## src/sv/tgasd_pkg.sv

```systemverilog
// shared types, codes and the pixel conversion for the tga stream decoder
// used by the row divider and the top level; depends on nothing else
`default_nettype none

package tgasd_pkg;

   // parser phase
   typedef enum logic [2:0] {
      PH_IDLE,
      PH_HEADER,
      PH_SKIPID,
      PH_PKTHDR,
      PH_PIXEL,
      PH_DONE
   } tgasd_phase_type;

   // result kind carried on tuser
   typedef enum logic [1:0] {
      STATUS_PIXEL    = 2'd0,
      STATUS_BAD_TYPE = 2'd1,
      STATUS_BAD_BPP  = 2'd2,
      STATUS_CMAP     = 2'd3
   } tgasd_status_type;

   // header layout
   localparam logic [7:0] HDR_ID_LENGTH = 8'd0;
   localparam logic [7:0] HDR_CMAP_KIND = 8'd1;
   localparam logic [7:0] HDR_IMG_TYPE  = 8'd2;
   localparam logic [7:0] HDR_WIDTH_LO  = 8'd12;
   localparam logic [7:0] HDR_WIDTH_HI  = 8'd13;
   localparam logic [7:0] HDR_HEIGHT_LO = 8'd14;
   localparam logic [7:0] HDR_HEIGHT_HI = 8'd15;
   localparam logic [7:0] HDR_DEPTH     = 8'd16;
   localparam logic [7:0] HDR_DESC      = 8'd17;
   localparam logic [7:0] HDR_LENGTH    = 8'd18;

   localparam int unsigned DESC_TOP_DOWN_BIT = 5;

   localparam logic [7:0] TYPE_RAW = 8'd2;
   localparam logic [7:0] TYPE_RLE = 8'd10;

   localparam logic [7:0] DEPTH_16 = 8'd16;
   localparam logic [7:0] DEPTH_24 = 8'd24;
   localparam logic [7:0] DEPTH_32 = 8'd32;

   localparam logic [7:0] ALPHA_OPAQUE = 8'hff;

   // request to the row divider
   typedef struct packed {
      logic        start;
      logic [16:0] dividend;
      logic [15:0] divisor;
   } tgasd_div_req_type;

   // answer of the row divider
   typedef struct packed {
      logic        busy;
      logic        done;
      logic [7:0]  quotient;
      logic [15:0] remainder;
   } tgasd_div_rsp_type;

   // one decoded result
   typedef struct packed {
      tgasd_status_type status;
      logic [31:0]      pixel_argb;
      logic [15:0]      pos_x;
      logic [15:0]      pos_y;
      logic [7:0]       repeat_res;
      logic             last;
   } tgasd_result_type;

   // argb8888 from the stored low bytes and the final byte of a pixel
   function automatic logic [31:0] convert_pixel(input logic [7:0]  depth,
                                                 input logic [23:0] low_bytes,
                                                 input logic [7:0]  final_byte);
      logic [7:0]  b0;
      logic [7:0]  b1;
      logic [7:0]  b2;
      logic [31:0] px;
      b0 = low_bytes[7:0];
      b1 = low_bytes[15:8];
      b2 = low_bytes[23:16];
      if (depth == DEPTH_16) begin
         px = {ALPHA_OPAQUE, final_byte[6:2], 3'b000,
               final_byte[1:0], b0[7:5], 3'b000, b0[4:0], 3'b000};
      end else if (depth == DEPTH_24) begin
         px = {ALPHA_OPAQUE, final_byte, b1, b0};
      end else if (final_byte == 8'd0) begin
         px = 32'd0;
      end else begin
         px = {final_byte, b2, b1, b0};
      end
      return px;
   endfunction

endpackage

`default_nettype wire

```

## src/sv/tgasd_row_div.sv

```systemverilog
// row divider: splits a column sum into whole rows and the column left over
// restoring division, two quotient bits a cycle; uses tgasd_pkg
`default_nettype none

module tgasd_row_div (
   input  wire logic                        clock,
   input  wire logic                        reset,
   input  wire tgasd_pkg::tgasd_div_req_type div_req,
   output tgasd_pkg::tgasd_div_rsp_type      div_rsp
);

   logic        active_ff, active_in;
   logic        done_ff, done_in;
   logic [1:0]  count_ff, count_in;
   logic [16:0] rem_ff, rem_in;
   logic [23:0] den_ff, den_in;
   logic [7:0]  quo_ff, quo_in;

   logic [23:0] rem_a;
   logic [23:0] rem_b;
   logic [23:0] den_b;
   logic        bit_a;
   logic        bit_b;

   always_comb begin
      // first step against den, second against den / 2
      rem_a = {7'd0, rem_ff};
      bit_a = (rem_a >= den_ff);
      if (bit_a) begin
         rem_a = rem_a - den_ff;
      end
      den_b = den_ff >> 1;
      bit_b = (rem_a >= den_b);
      rem_b = bit_b ? (rem_a - den_b) : rem_a;
   end

   always_comb begin
      active_in = active_ff;
      done_in   = 1'b0;
      count_in  = count_ff;
      rem_in    = rem_ff;
      den_in    = den_ff;
      quo_in    = quo_ff;
      if (div_req.start) begin
         active_in = 1'b1;
         count_in  = 2'd0;
         rem_in    = div_req.dividend;
         den_in    = {1'b0, div_req.divisor, 7'd0};
         quo_in    = 8'd0;
      end else if (active_ff) begin
         rem_in   = rem_b[16:0];
         den_in   = den_ff >> 2;
         quo_in   = {quo_ff[5:0], bit_a, bit_b};
         count_in = count_ff + 2'd1;
         if (count_ff == 2'd3) begin
            active_in = 1'b0;
            done_in   = 1'b1;
         end
      end
   end

   always_ff @(posedge clock) begin
      if (reset) begin
         active_ff <= 1'b0;
         done_ff   <= 1'b0;
         count_ff  <= 2'd0;
      end else begin
         active_ff <= active_in;
         done_ff   <= done_in;
         count_ff  <= count_in;
      end
      rem_ff <= rem_in;
      den_ff <= den_in;
      quo_ff <= quo_in;
   end

   assign div_rsp.busy      = active_ff;
   assign div_rsp.done      = done_ff;
   assign div_rsp.quotient  = quo_ff;
   assign div_rsp.remainder = rem_ff[15:0];

endmodule

`default_nettype wire

```

## src/sv/tga_image_stream_decoder.sv

```systemverilog
// top level of the tga stream decoder: header parser, rle unpacker, pixel
// conversion and output skid stage; uses tgasd_pkg and tgasd_row_div
//
// usage
//  req channel: one file byte per transfer on req_tdata, req_tuser high on
//  the first byte of a file (restarts the parser at any time)
//  rsp channel: one transfer per pixel result or per header error; the kind
//  is on rsp_tuser, rsp_tlast marks the final pixel of the image or an error
//  output: a result is registered in the output stage before it is on rsp
//  throughput: one byte per cycle while req_tready is high; after an rle run that
//  crosses more than one row end, req_tready drops while the row divider (two
//  quotient bits per cycle, four passes, then a cursor update) moves the cursor
//  bytes before a file start, after an error and after the last pixel are
//  taken and dropped
//  reset: synchronous, active high; the parser waits for a file start and
//  both output registers are emptied
//  stall: a result that finds rsp_tvalid high and rsp_tready low goes to a
//  skid register; req_tready is also low while that register is full
`default_nettype none

module tga_image_stream_decoder (
   input  wire logic        clock,
   input  wire logic        reset,
   // byte input
   input  wire logic        req_tvalid,
   output      logic        req_tready,
   input  wire logic [7:0]  req_tdata,   // data_byte
   input  wire logic [0:0]  req_tuser,   // file_start
   // results
   output      logic        rsp_tvalid,
   input  wire logic        rsp_tready,
   output      logic [71:0] rsp_tdata,   // pixel_argb, pos_x, pos_y, repeat_res
   output      logic [1:0]  rsp_tuser,   // status
   output      logic        rsp_tlast    // last
);

   // parser state
   tgasd_pkg::tgasd_phase_type phase_ff, phase_in;
   logic [7:0]  byte_index_ff, byte_index_in;
   logic [7:0]  id_length_ff, id_length_in;
   logic [7:0]  colormap_kind_ff, colormap_kind_in;
   logic [7:0]  image_type_ff, image_type_in;
   logic [7:0]  pixel_depth_ff, pixel_depth_in;
   logic        top_down_ff, top_down_in;
   logic [15:0] image_width_ff, image_width_in;
   logic [15:0] image_height_ff, image_height_in;
   logic [23:0] pixel_bytes_ff, pixel_bytes_in;
   logic [1:0]  pixel_byte_count_ff, pixel_byte_count_in;
   logic        packet_repeat_ff, packet_repeat_in;
   logic [7:0]  packet_left_ff, packet_left_in;
   logic [15:0] cur_x_ff, cur_x_in;
   logic [15:0] cur_y_ff, cur_y_in;
   logic [31:0] pixels_left_ff, pixels_left_in;

   // output register and skid
   logic                         out_valid_ff, out_valid_in;
   tgasd_pkg::tgasd_result_type  out_data_ff, out_data_in;
   logic                         skid_valid_ff, skid_valid_in;
   tgasd_pkg::tgasd_result_type  skid_data_ff, skid_data_in;

   // decode of the accepted byte
   logic                         acc;
   logic                         pop;
   tgasd_pkg::tgasd_phase_type   ph_eff;
   logic [7:0]                   bi_eff;
   logic [7:0]                   bi_next;
   logic                         hdr_end;
   tgasd_pkg::tgasd_status_type  hdr_err;
   logic                         image_empty;
   logic                         is_rle;
   tgasd_pkg::tgasd_phase_type   data_phase;
   logic                         skip_done;
   logic [2:0]                   pix_size;
   logic                         pix_final;
   logic [7:0]                   run_len;
   logic                         run_last;
   logic [7:0]                   pkt_dec;
   logic [16:0]                  col_sum;
   logic [16:0]                  col_wrap;
   logic [16:0]                  width_ext;

   logic                         res_valid;
   tgasd_pkg::tgasd_result_type  res;

   tgasd_pkg::tgasd_div_req_type div_req;
   tgasd_pkg::tgasd_div_rsp_type div_rsp;

   tgasd_row_div u_row_div (
      .clock   (clock),
      .reset   (reset),
      .div_req (div_req),
      .div_rsp (div_rsp)
   );

   // hold input while the cursor is being moved or the skid is full
   assign req_tready = !div_rsp.busy && !div_rsp.done && !skid_valid_ff;
   assign acc        = req_tvalid && req_tready;
   assign pop        = out_valid_ff && rsp_tready;

   always_comb begin
      ph_eff  = req_tuser[0] ? tgasd_pkg::PH_HEADER : phase_ff;
      bi_eff  = req_tuser[0] ? 8'd0 : byte_index_ff;
      bi_next = bi_eff + 8'd1;
      hdr_end = (bi_next == tgasd_pkg::HDR_LENGTH);

      // checks in order: type, depth, colour map
      if (image_type_ff != tgasd_pkg::TYPE_RAW && image_type_ff != tgasd_pkg::TYPE_RLE) begin
         hdr_err = tgasd_pkg::STATUS_BAD_TYPE;
      end else if (pixel_depth_ff != tgasd_pkg::DEPTH_16 &&
                   pixel_depth_ff != tgasd_pkg::DEPTH_24 &&
                   pixel_depth_ff != tgasd_pkg::DEPTH_32) begin
         hdr_err = tgasd_pkg::STATUS_BAD_BPP;
      end else if (colormap_kind_ff != 8'd0) begin
         hdr_err = tgasd_pkg::STATUS_CMAP;
      end else begin
         hdr_err = tgasd_pkg::STATUS_PIXEL;
      end

      image_empty = (image_width_ff == 16'd0) || (image_height_ff == 16'd0);
      is_rle      = (image_type_ff == tgasd_pkg::TYPE_RLE);
      data_phase  = is_rle ? tgasd_pkg::PH_PKTHDR : tgasd_pkg::PH_PIXEL;
      skip_done   = (bi_next == id_length_ff);

      if (pixel_depth_ff == tgasd_pkg::DEPTH_16) begin
         pix_size = 3'd2;
      end else if (pixel_depth_ff == tgasd_pkg::DEPTH_24) begin
         pix_size = 3'd3;
      end else begin
         pix_size = 3'd4;
      end
      pix_final = !(({1'b0, pixel_byte_count_ff} + 3'd1) < pix_size);

      // run length: clipped to the pixels left, never zero
      if (is_rle && packet_repeat_ff) begin
         if (pixels_left_ff < {24'd0, packet_left_ff}) begin
            run_len = pixels_left_ff[7:0];
         end else begin
            run_len = packet_left_ff;
         end
      end else begin
         run_len = 8'd1;
      end
      if (run_len == 8'd0) begin
         run_len = 8'd1;
      end
      run_last = (pixels_left_ff <= {24'd0, run_len});
      pkt_dec  = packet_left_ff - 8'd1;

      width_ext = {1'b0, image_width_ff};
      col_sum   = {1'b0, cur_x_ff} + {9'd0, run_len};
      col_wrap  = col_sum - width_ext;
   end

   // next phase
   always_comb begin
      phase_in = phase_ff;
      if (acc) begin
         case (ph_eff)
            tgasd_pkg::PH_HEADER: begin
               phase_in = tgasd_pkg::PH_HEADER;
               if (hdr_end) begin
                  if (hdr_err != tgasd_pkg::STATUS_PIXEL || image_empty) begin
                     phase_in = tgasd_pkg::PH_DONE;
                  end else if (id_length_ff != 8'd0) begin
                     phase_in = tgasd_pkg::PH_SKIPID;
                  end else begin
                     phase_in = data_phase;
                  end
               end
            end
            tgasd_pkg::PH_SKIPID: begin
               if (skip_done) begin
                  phase_in = data_phase;
               end
            end
            tgasd_pkg::PH_PKTHDR: begin
               phase_in = tgasd_pkg::PH_PIXEL;
            end
            tgasd_pkg::PH_PIXEL: begin
               if (pix_final) begin
                  if (run_last) begin
                     phase_in = tgasd_pkg::PH_DONE;
                  end else if (is_rle && (packet_repeat_ff || pkt_dec == 8'd0)) begin
                     phase_in = tgasd_pkg::PH_PKTHDR;
                  end
               end
            end
            default: begin
               phase_in = phase_ff;
            end
         endcase
      end
   end

   // datapath and result
   always_comb begin
      byte_index_in       = byte_index_ff;
      id_length_in        = id_length_ff;
      colormap_kind_in    = colormap_kind_ff;
      image_type_in       = image_type_ff;
      pixel_depth_in      = pixel_depth_ff;
      top_down_in         = top_down_ff;
      image_width_in      = image_width_ff;
      image_height_in     = image_height_ff;
      pixel_bytes_in      = pixel_bytes_ff;
      pixel_byte_count_in = pixel_byte_count_ff;
      packet_repeat_in    = packet_repeat_ff;
      packet_left_in      = packet_left_ff;
      cur_x_in            = cur_x_ff;
      cur_y_in            = cur_y_ff;
      pixels_left_in      = pixels_left_ff;

      res_valid      = 1'b0;
      res            = '0;
      res.status     = tgasd_pkg::STATUS_PIXEL;
      div_req.start    = 1'b0;
      div_req.dividend = col_sum;
      div_req.divisor  = image_width_ff;

      // cursor update after a long run
      if (div_rsp.done) begin
         cur_x_in = div_rsp.remainder;
         if (top_down_ff) begin
            cur_y_in = cur_y_ff + {8'd0, div_rsp.quotient};
         end else begin
            cur_y_in = cur_y_ff - {8'd0, div_rsp.quotient};
         end
      end

      if (acc) begin
         case (ph_eff)
            tgasd_pkg::PH_HEADER: begin
               byte_index_in = bi_next;
               case (bi_eff)
                  tgasd_pkg::HDR_ID_LENGTH: id_length_in     = req_tdata;
                  tgasd_pkg::HDR_CMAP_KIND: colormap_kind_in = req_tdata;
                  tgasd_pkg::HDR_IMG_TYPE:  image_type_in    = req_tdata;
                  tgasd_pkg::HDR_WIDTH_LO:  image_width_in   = {image_width_ff[15:8], req_tdata};
                  tgasd_pkg::HDR_WIDTH_HI:  image_width_in   = {req_tdata, image_width_ff[7:0]};
                  tgasd_pkg::HDR_HEIGHT_LO: image_height_in  = {image_height_ff[15:8], req_tdata};
                  tgasd_pkg::HDR_HEIGHT_HI: image_height_in  = {req_tdata, image_height_ff[7:0]};
                  tgasd_pkg::HDR_DEPTH:     pixel_depth_in   = req_tdata;
                  tgasd_pkg::HDR_DESC:      top_down_in = req_tdata[tgasd_pkg::DESC_TOP_DOWN_BIT];
                  default: begin
                     byte_index_in = bi_next;
                  end
               endcase
               if (hdr_end) begin
                  if (hdr_err != tgasd_pkg::STATUS_PIXEL) begin
                     res_valid  = 1'b1;
                     res.status = hdr_err;
                     res.last   = 1'b1;
                  end else begin
                     pixels_left_in      = 32'(image_width_ff) * 32'(image_height_ff);
                     cur_x_in            = 16'd0;
                     // descriptor is the byte on the bus now
                     cur_y_in            = req_tdata[tgasd_pkg::DESC_TOP_DOWN_BIT] ?
                                           16'd0 : (image_height_ff - 16'd1);
                     pixel_byte_count_in = 2'd0;
                     pixel_bytes_in      = 24'd0;
                     packet_repeat_in    = 1'b0;
                     packet_left_in      = 8'd0;
                     byte_index_in       = 8'd0;
                  end
               end
            end
            tgasd_pkg::PH_SKIPID: begin
               byte_index_in = bi_next;
               if (skip_done) begin
                  packet_repeat_in    = 1'b0;
                  packet_left_in      = 8'd0;
                  pixel_byte_count_in = 2'd0;
               end
            end
            tgasd_pkg::PH_PKTHDR: begin
               packet_repeat_in    = req_tdata[7];
               packet_left_in      = {1'b0, req_tdata[6:0]} + 8'd1;
               pixel_byte_count_in = 2'd0;
            end
            tgasd_pkg::PH_PIXEL: begin
               if (!pix_final) begin
                  case (pixel_byte_count_ff)
                     2'd0:    pixel_bytes_in[7:0]   = req_tdata;
                     2'd1:    pixel_bytes_in[15:8]  = req_tdata;
                     default: pixel_bytes_in[23:16] = req_tdata;
                  endcase
                  pixel_byte_count_in = pixel_byte_count_ff + 2'd1;
               end else begin
                  res_valid      = 1'b1;
                  res.status     = tgasd_pkg::STATUS_PIXEL;
                  res.pixel_argb = tgasd_pkg::convert_pixel(pixel_depth_ff, pixel_bytes_ff,
                                                            req_tdata);
                  res.pos_x      = cur_x_ff;
                  res.pos_y      = cur_y_ff;
                  res.repeat_res = run_len;
                  res.last       = run_last;
                  pixel_byte_count_in = 2'd0;
                  pixels_left_in = run_last ? 32'd0 : (pixels_left_ff - {24'd0, run_len});
                  if (!run_last) begin
                     // same row, one row end, or several via the divider
                     if (col_sum < width_ext) begin
                        cur_x_in = col_sum[15:0];
                     end else if (col_wrap < width_ext) begin
                        cur_x_in = col_wrap[15:0];
                        cur_y_in = top_down_ff ? (cur_y_ff + 16'd1) : (cur_y_ff - 16'd1);
                     end else begin
                        div_req.start = 1'b1;
                     end
                     if (is_rle && !packet_repeat_ff) begin
                        packet_left_in = pkt_dec;
                     end
                  end
               end
            end
            default: begin
               res_valid = 1'b0;
            end
         endcase
      end
   end

   // output register with skid
   always_comb begin
      out_valid_in  = out_valid_ff;
      out_data_in   = out_data_ff;
      skid_valid_in = skid_valid_ff;
      skid_data_in  = skid_data_ff;
      if (res_valid) begin
         if (!out_valid_ff || pop) begin
            out_valid_in = 1'b1;
            out_data_in  = res;
         end else begin
            skid_valid_in = 1'b1;
            skid_data_in  = res;
         end
      end else if (pop) begin
         if (skid_valid_ff) begin
            out_data_in   = skid_data_ff;
            skid_valid_in = 1'b0;
         end else begin
            out_valid_in = 1'b0;
         end
      end
   end

   always_ff @(posedge clock) begin
      if (reset) begin
         phase_ff            <= tgasd_pkg::PH_IDLE;
         byte_index_ff       <= 8'd0;
         id_length_ff        <= 8'd0;
         colormap_kind_ff    <= 8'd0;
         image_type_ff       <= 8'd0;
         pixel_depth_ff      <= 8'd0;
         top_down_ff         <= 1'b0;
         image_width_ff      <= 16'd0;
         image_height_ff     <= 16'd0;
         pixel_bytes_ff      <= 24'd0;
         pixel_byte_count_ff <= 2'd0;
         packet_repeat_ff    <= 1'b0;
         packet_left_ff      <= 8'd0;
         cur_x_ff            <= 16'd0;
         cur_y_ff            <= 16'd0;
         pixels_left_ff      <= 32'd0;
         out_valid_ff        <= 1'b0;
         skid_valid_ff       <= 1'b0;
      end else begin
         phase_ff            <= phase_in;
         byte_index_ff       <= byte_index_in;
         id_length_ff        <= id_length_in;
         colormap_kind_ff    <= colormap_kind_in;
         image_type_ff       <= image_type_in;
         pixel_depth_ff      <= pixel_depth_in;
         top_down_ff         <= top_down_in;
         image_width_ff      <= image_width_in;
         image_height_ff     <= image_height_in;
         pixel_bytes_ff      <= pixel_bytes_in;
         pixel_byte_count_ff <= pixel_byte_count_in;
         packet_repeat_ff    <= packet_repeat_in;
         packet_left_ff      <= packet_left_in;
         cur_x_ff            <= cur_x_in;
         cur_y_ff            <= cur_y_in;
         pixels_left_ff      <= pixels_left_in;
         out_valid_ff        <= out_valid_in;
         skid_valid_ff       <= skid_valid_in;
      end
      out_data_ff  <= out_data_in;
      skid_data_ff <= skid_data_in;
   end

   assign rsp_tvalid = out_valid_ff;
   assign rsp_tdata  = {out_data_ff.repeat_res, out_data_ff.pos_y,
                        out_data_ff.pos_x, out_data_ff.pixel_argb};
   assign rsp_tuser  = out_data_ff.status;
   assign rsp_tlast  = out_data_ff.last;

endmodule

`default_nettype wire

```

## config.mk

```make
export PLATFORM = sky130hd
export DESIGN_NAME = tga_image_stream_decoder
export DESIGN_NICKNAME = d
export VERILOG_FILES = /design/src/sv/tgasd_pkg.sv /design/src/sv/tgasd_row_div.sv /design/src/sv/tga_image_stream_decoder.sv
export SDC_FILE = /design/constraint.sdc
export NUM_CORES = 2
export LEC_CHECK = 0
export BUFFER_PORTS_ARGS = -buffer_cell sky130_fd_sc_hd__buf_2
export CORE_ASPECT_RATIO = 0.7
export CORE_UTILIZATION = 55
export CTS_BUF_LIST = sky130_fd_sc_hd__clkbuf_8 sky130_fd_sc_hd__clkbuf_16
export DETAILED_ROUTE_END_ITERATION = 6
export PLACE_DENSITY = 0.73
export SYNTH_ARGS = -nofsm -noshare
export SYNTH_HDL_FRONTEND = slang
export SYNTH_HIERARCHICAL = 1
export SYNTH_SLANG_ARGS = --single-unit
export TNS_END_PERCENT = 5
```

## constraint.sdc

```tcl
create_clock -name clock -period 19.7 [get_ports clock]
set_clock_uncertainty 0.05 [all_clocks]
set_input_delay 1.97 -clock clock [delete_from_list [all_inputs] [get_ports clock]]
set_output_delay 1.97 -clock clock [all_outputs]
set_load 0.005 [all_outputs]
```

## After elaboration in Yosys (flattened, before gate mapping)

Cells that the tools add are included.

| word-level totals | value |
|---|---|
| register bits after elaboration | 379 |
| logic and storage cells | 285 |

| operators by class | value |
|---|---|
| add/sub/neg operators | 16 |
| multipliers | 1 |
| $lt $le $gt $ge | 7 |
| equal/unequal tests | 38 |
| multiplexer cells | 115 |
| bitwise operators | 6 |
| reduce and logical (&&, ||, !) cells | 61 |

Operator list:

| operator | count |
|---|---|
| 75-bit two-way mux | 5 |
| 16-bit two-way mux | 19 |
| 32-bit two-way mux | 7 |
| 16-bit case mux with 2 select lines | 4 |
| 8-bit two-way mux | 15 |
| 24-bit two-way mux | 4 |
| 73-bit two-way mux | 1 |
| 72-bit two-way mux | 1 |
| 32-bit case mux with 2 select lines | 1 |
| 17-bit two-way mux | 3 |
| 24-bit case mux with 2 select lines | 1 |
| 23-bit two-way mux | 2 |
| 8-bit by 4-bit equality test with 1-bit output (second input constant) | 5 |
| 8-bit by 5-bit equality test with 1-bit output (second input constant) | 5 |
| 17-bit by 16-bit < comparator with 1-bit output | 2 |
| 3-bit two-way mux | 11 |
| 32-bit by 8-bit less-or-equal comparator with 1-bit output | 1 |
| 16-bit logical NOT | 2 |
| 8-bit logical NOT | 4 |
| 32-bit by 8-bit < comparator with 1-bit output | 1 |
| 16-bit by 16-bit multiplier with 32-bit output | 1 |
| 8-bit case mux with 4 select lines | 1 |
| 16-bit by 1-bit subtractor with 16-bit output (second input constant) | 2 |
| 32-bit by 8-bit subtractor with 32-bit output | 1 |
| 55 further kinds | 145 |

## Depth between registers and ports, before layout

| depth | value |
|---|---|
| word-level depth | 15 |
| depth in mapped cells | 40 |
| mapped depth without buffers | 36 |

## Cells and area by module

The synthesis kept the hierarchy.

By module, submodules not included:

| module | times used | cells an instance | area each (um2) |
|---|---|---|---|
| tga_image_stream_decoder | 1 | 3,058 | 27,615.2 |
| tgasd_row_div | 1 | 514 | 4,499.3 |

## Least setup slack after synthesis

OpenSTA, ideal clock, no wires.

| timing | value |
|---|---|
| path kind | input to register |
| from | input req_tuser |
| to | register skid_data_ff[0] (netlist name) (enable) |
| library setup time | 600 ps |
| data arrival time | 9,601 ps |
| required time | 19,050 ps |
| path slack | 9,449 ps |
| cell stages on the path | 14 |
| path buffers | 4 |
| cell sequence | buf_2 > clkbuf_1 > nand2b_1 > inv_1 > ha_1 > clkbuf_1 > and3_1 > and3_1 > o221ai_1 > nor4_4 > nor3b_1 > o21ai_1 > clkbuf_1 > nor3_1 |

| between the ends | value |
|---|---|
| longest elaborated chain between the ends | 7 |

RTL lines:

| element | RTL line | text |
|---|---|---|
| from (decl) | tga_image_stream_decoder.sv:28 | `input wire logic [0:0] req_tuser,` |
| 8-bit two-way mux | tga_image_stream_decoder.sv:102 | `bi_eff = req_tuser[0] ? 8'd0 : byte_index_ff;` |
| 8-bit by 1-bit adder with 8-bit output | tga_image_stream_decoder.sv:103 | `bi_next = bi_eff + 8'd1;` |
| 8-bit by 5-bit equality test with 1-bit output | tga_image_stream_decoder.sv:104 | `hdr_end = (bi_next == tgasd_pkg::HDR_LENGTH);` |
| 1-bit two-way mux | tga_image_stream_decoder.sv:248 | `if (hdr_end) begin` |
| 1-bit case mux with 2 select lines * | tga_image_stream_decoder.sv:231 | `case (ph_eff)` |
| 1-bit two-way mux * | tga_image_stream_decoder.sv:230 | `if (acc) begin` |
| 2-bit AND reduction (no source line) * | -- |  |
| to (signal assigned) | tga_image_stream_decoder.sv:387 | `skid_data_ff <= skid_data_in;` |
| to (decl) | tga_image_stream_decoder.sv:59 | `tgasd_pkg::tgasd_result_type skid_data_ff, skid_data_in;` |

Mark *: on every way between the ends. The rest lies on a longest branch, timed or not.
A chain may end at the register's enable or synchronous reset.

==> flow_summary.yaml <==
flow_run:
  max-cap-violations: 0
worst_setup_path:
  r2r-end: "u_row_div/rem_ff[0]"
  end_kind: "flop"
  cp_num_cells: 33
  r2r_setup_slack_ns: 8.93
  critPathArrivalTime_ns: 11.04
  path_common_cell: "o21ai_0"
  reg2reg_depth: 33
  path_class: "reg2reg"
  critPathMaxStageDelay_ns: 0.64
  critPathLaunchType: "flop"
  crit_path_top_delay_cell: "buf_4"
  r2r-start: "pixels_left_ff[18]"
  timing.critical_path.fanout_max: 72
  crit_buf_inv: 2
  cp_data_required_time_ns: 19.96
  cpLargestDelayFamily: "compound AO/OA/AOI/OAI gates"
clock_tree:
  cts_hold_buf: 0
  cts_buffer_depth: 3
  cts_made_buffers: 38
  cts_resized: 0
  clock-root-buffer: "clkbuf_16"
  htreeDepth: 2
  postCtsSetupRepairBufs: 0
  clk_latency_ns: 0.57
  clkSlewWorstSetupHoldPaths_ns: 0.06
  clock-sinks: 379
  tritoncts: "yes"
routing:
  drc_errors: 2
  vias_per_cell: 6.16
  wl_per_cell_um: 20.9
  drtIter0Drc: 3045
  drt-total-wl_um: 90300
  drtPass1Iterations: 7
  ant_nets: 0
  via_count: 26700
final_layout:
  area_growth_pct: 6.73
  antennaDiodeCount: 0
  drive_gt1_share_pct: 7.83
  fin_nets: 4009
place:
  dp_slack_ns: 9.08
  io_buffers: 89
  gp_congestion: 0.977
  dp_hpwl_um: 67200
synthesis:
  ys_types: 101
  async_flop_share_pct: 0
  ys.flop_type: "dfxtp_1"
  synth_nets: 4031
  synthCells: 3572
  yosysSeqAreaShare_pct: 29.3
  synth_edf_count: 183
  ys_ff_latch: 379
  netlist_area_sq_um: 32100
  yosysWarnings: 6
  avgSynthCellArea_sq_um: 8.99
floorplanning:
  die_area_sq_um: 59400
  fp.coreArea_sq_um: 57300
  ios: 90
  fp.dieW_um: 291
  rows: 73
  dieHeight_um: 204
  initial_utilization_pct: 56.1
timing:
  finalHoldViolCount: 0
  fmax_mhz: 92.8
  relSlewSlack_pct: 16.6
  period_minus_slack_ns: 10.77
  fin_crit_sh_pct: 54.7
  fin_ws_ns: 8.93
  finalSetupTns_ns: 0
  fin_worst_hold_slack_ns: 0.444
  worstMarginPinSlew_ns: 1.25
  slew_violations: 0
  setup_viol: 0
  rsz0062_at_grt: "no"
global_route:
  grt_pass1_vias: 24900
  antenna_found_initial: 0
  grt_pass1_wl_um: 143000
  gr-total-overflow: 0
  grt_max_degree: 76
  globalRouteTotalUtil_pct: 30.4
run_status:
  status: "finished, violations left"
  violations: "DRC"
power_and_ir_drop:
  p_leak_uw: 0.0147
  power.density_nw_per_um2: 48.8
  peakVddDrop_mv: 0.0569
hold_path:
  hp-class: "reg2reg"
  min_from: "image_type_ff[0]"
  hold_depth: 2
  holdPathEnd: "image_type_ff[0]"
-- how the worst max path moves through the flow --
stage	from	end
6_report	pixels_left_ff[18]	u_row_div/rem_ff[0]
5_1_grt	pixels_left_ff[18]	u_row_div/rem_ff[0]
4_1_cts	pixels_left_ff[18]	u_row_div/rem_ff[0]
3_5_place_dp	pixels_left_ff[18]	u_row_div/rem_ff[0]
3_3_place_gp	pixels_left_ff[18]	u_row_div/rem_ff[0]
2_1_floorplan	req_tuser	skid_data_ff[0]
-- logic make-up after synthesis --
| kind of cell | Yosys count | synth area share, % |
|---|---|---|
| xor gates and xnor gates | 133 | 3.63 |
| buffers and inverters | 528 | 6.69 |
| AOI/OAI and AO/OA | 729 | 15.0 |
| adders and majority gates | 446 | 22.1 |
| DFF | 379 | 29.3 |
| muxes | 178 | 5.65 |
| and+or+nand+nor | 1179 | 17.6 |
-- Yosys cell counts, types with 36 or more instances --
cell | count | share of area (%)
nand2_1 | 359 | 4.2
nor2_1 | 328 | 3.8
inv_1 | 319 | 3.7
ha_1 | 245 | 9.5
fa_1 | 201 | 13
dfxtp_1 | 196 | 12
edfxtp_1 | 183 | 17
a21oi_1 | 175 | 2.7
mux2i_1 | 151 | 4.7
clkbuf_1 | 137 | 1.6
o21ai_0 | 126 | 2.0
a21o_1 | 110 | 2.6
and2_1 | 92 | 1.8
nor3_1 | 89 | 1.4
xnor2_1 | 80 | 2.2
nand3_1 | 63 | 0.98
xor2_1 | 53 | 1.4
and3_1 | 50 | 0.97
a211oi_1 | 45 | 1.1
a22oi_1 | 39 | 0.91
nand2b_1 | 36 | 0.70
-- through the flow --
stage	cell area (sq um)	util, %	instances	power (uW)
2_1_floorplan	32100	-	3572	915
3_3_place_gp	33000	57.6	4260	941
3_5_place_dp	33000	57.6	4260	943
4_1_cts	34300	59.9	4328	1680
5_1_grt	34300	59.9	4328	1720
6_report	34300	59.9	4328	1670
-- where the power goes --
group	total [uW]	internal [uW]	leakage, uW	switching (uW)
combinational	101	33.5	0.0109	68.0
clock	744	413	0.000649	331
sequential	828	822	0.00319	5.83
total	1670	1270	0.0147	405
-- registers in the layout (all words and copies together) (netlist names), 16 cells and up --
signal,cells
cur_x_ff,16
cur_y_ff,16
image_height_ff,16
image_width_ff,16
pixel_bytes_ff,24
pixels_left_ff,32
rsp_tdata,72
skid_data_ff,75
u_row_div/den_ff,23
u_row_div/rem_ff,17
-- layer usage --
metal / part of all wire, % / wire length (um) / global-route usage, % / up-vias
li1: - / - / - / 12400
met1: 48 / 43000 / 47.7 / 12900
met2: 41 / 36700 / 43.4 / 1254
met3: 10 / 9430 / 6.07 / 94
met4: 1.3 / 1160 / 4.59 / 0
met5: 0 / 0 / 0 / -
-- worst register-to-register path, delay by kind of cell, from the launching register on --
family | cells | cell delay (ns)
AO/OA/AOI/OAI | 13 | 3.19
AND/OR/NAND/NOR | 9 | 2.56
adder cells (fa/ha/maj) | 4 | 1.34
buffers and inverters | 2 | 1.31
multiplexers | 3 | 1.30
XOR/XNOR | 2 | 0.41
flip-flops | 1 | 0.40
-- area by class of cell --
class	count	area, sq um
clock buffer	42	1010
fill	4948	23000
tap	750	938
sequential	379	9420
clock inverter	26	258
timing repair buffer	142	846
inverter	324	1220
multi-input combinational	2665	20600
-- cell usage in the layout, fill, tap and decap left out, types with 54 or more instances in the layout --
cell,n
a21oi_1,175
nor3_1,86
mux2i_1,151
edfxtp_1,183
dfxtp_1,194
buf_4,54
xnor2_1,80
nand2_1,359
a21o_1,110
and2_1,92
o21ai_0,126
fa_1,201
nor2_1,327
ha_1,245
buf_2,88
inv_1,329
nand3_1,63
(Power assumes the default switching activity.)
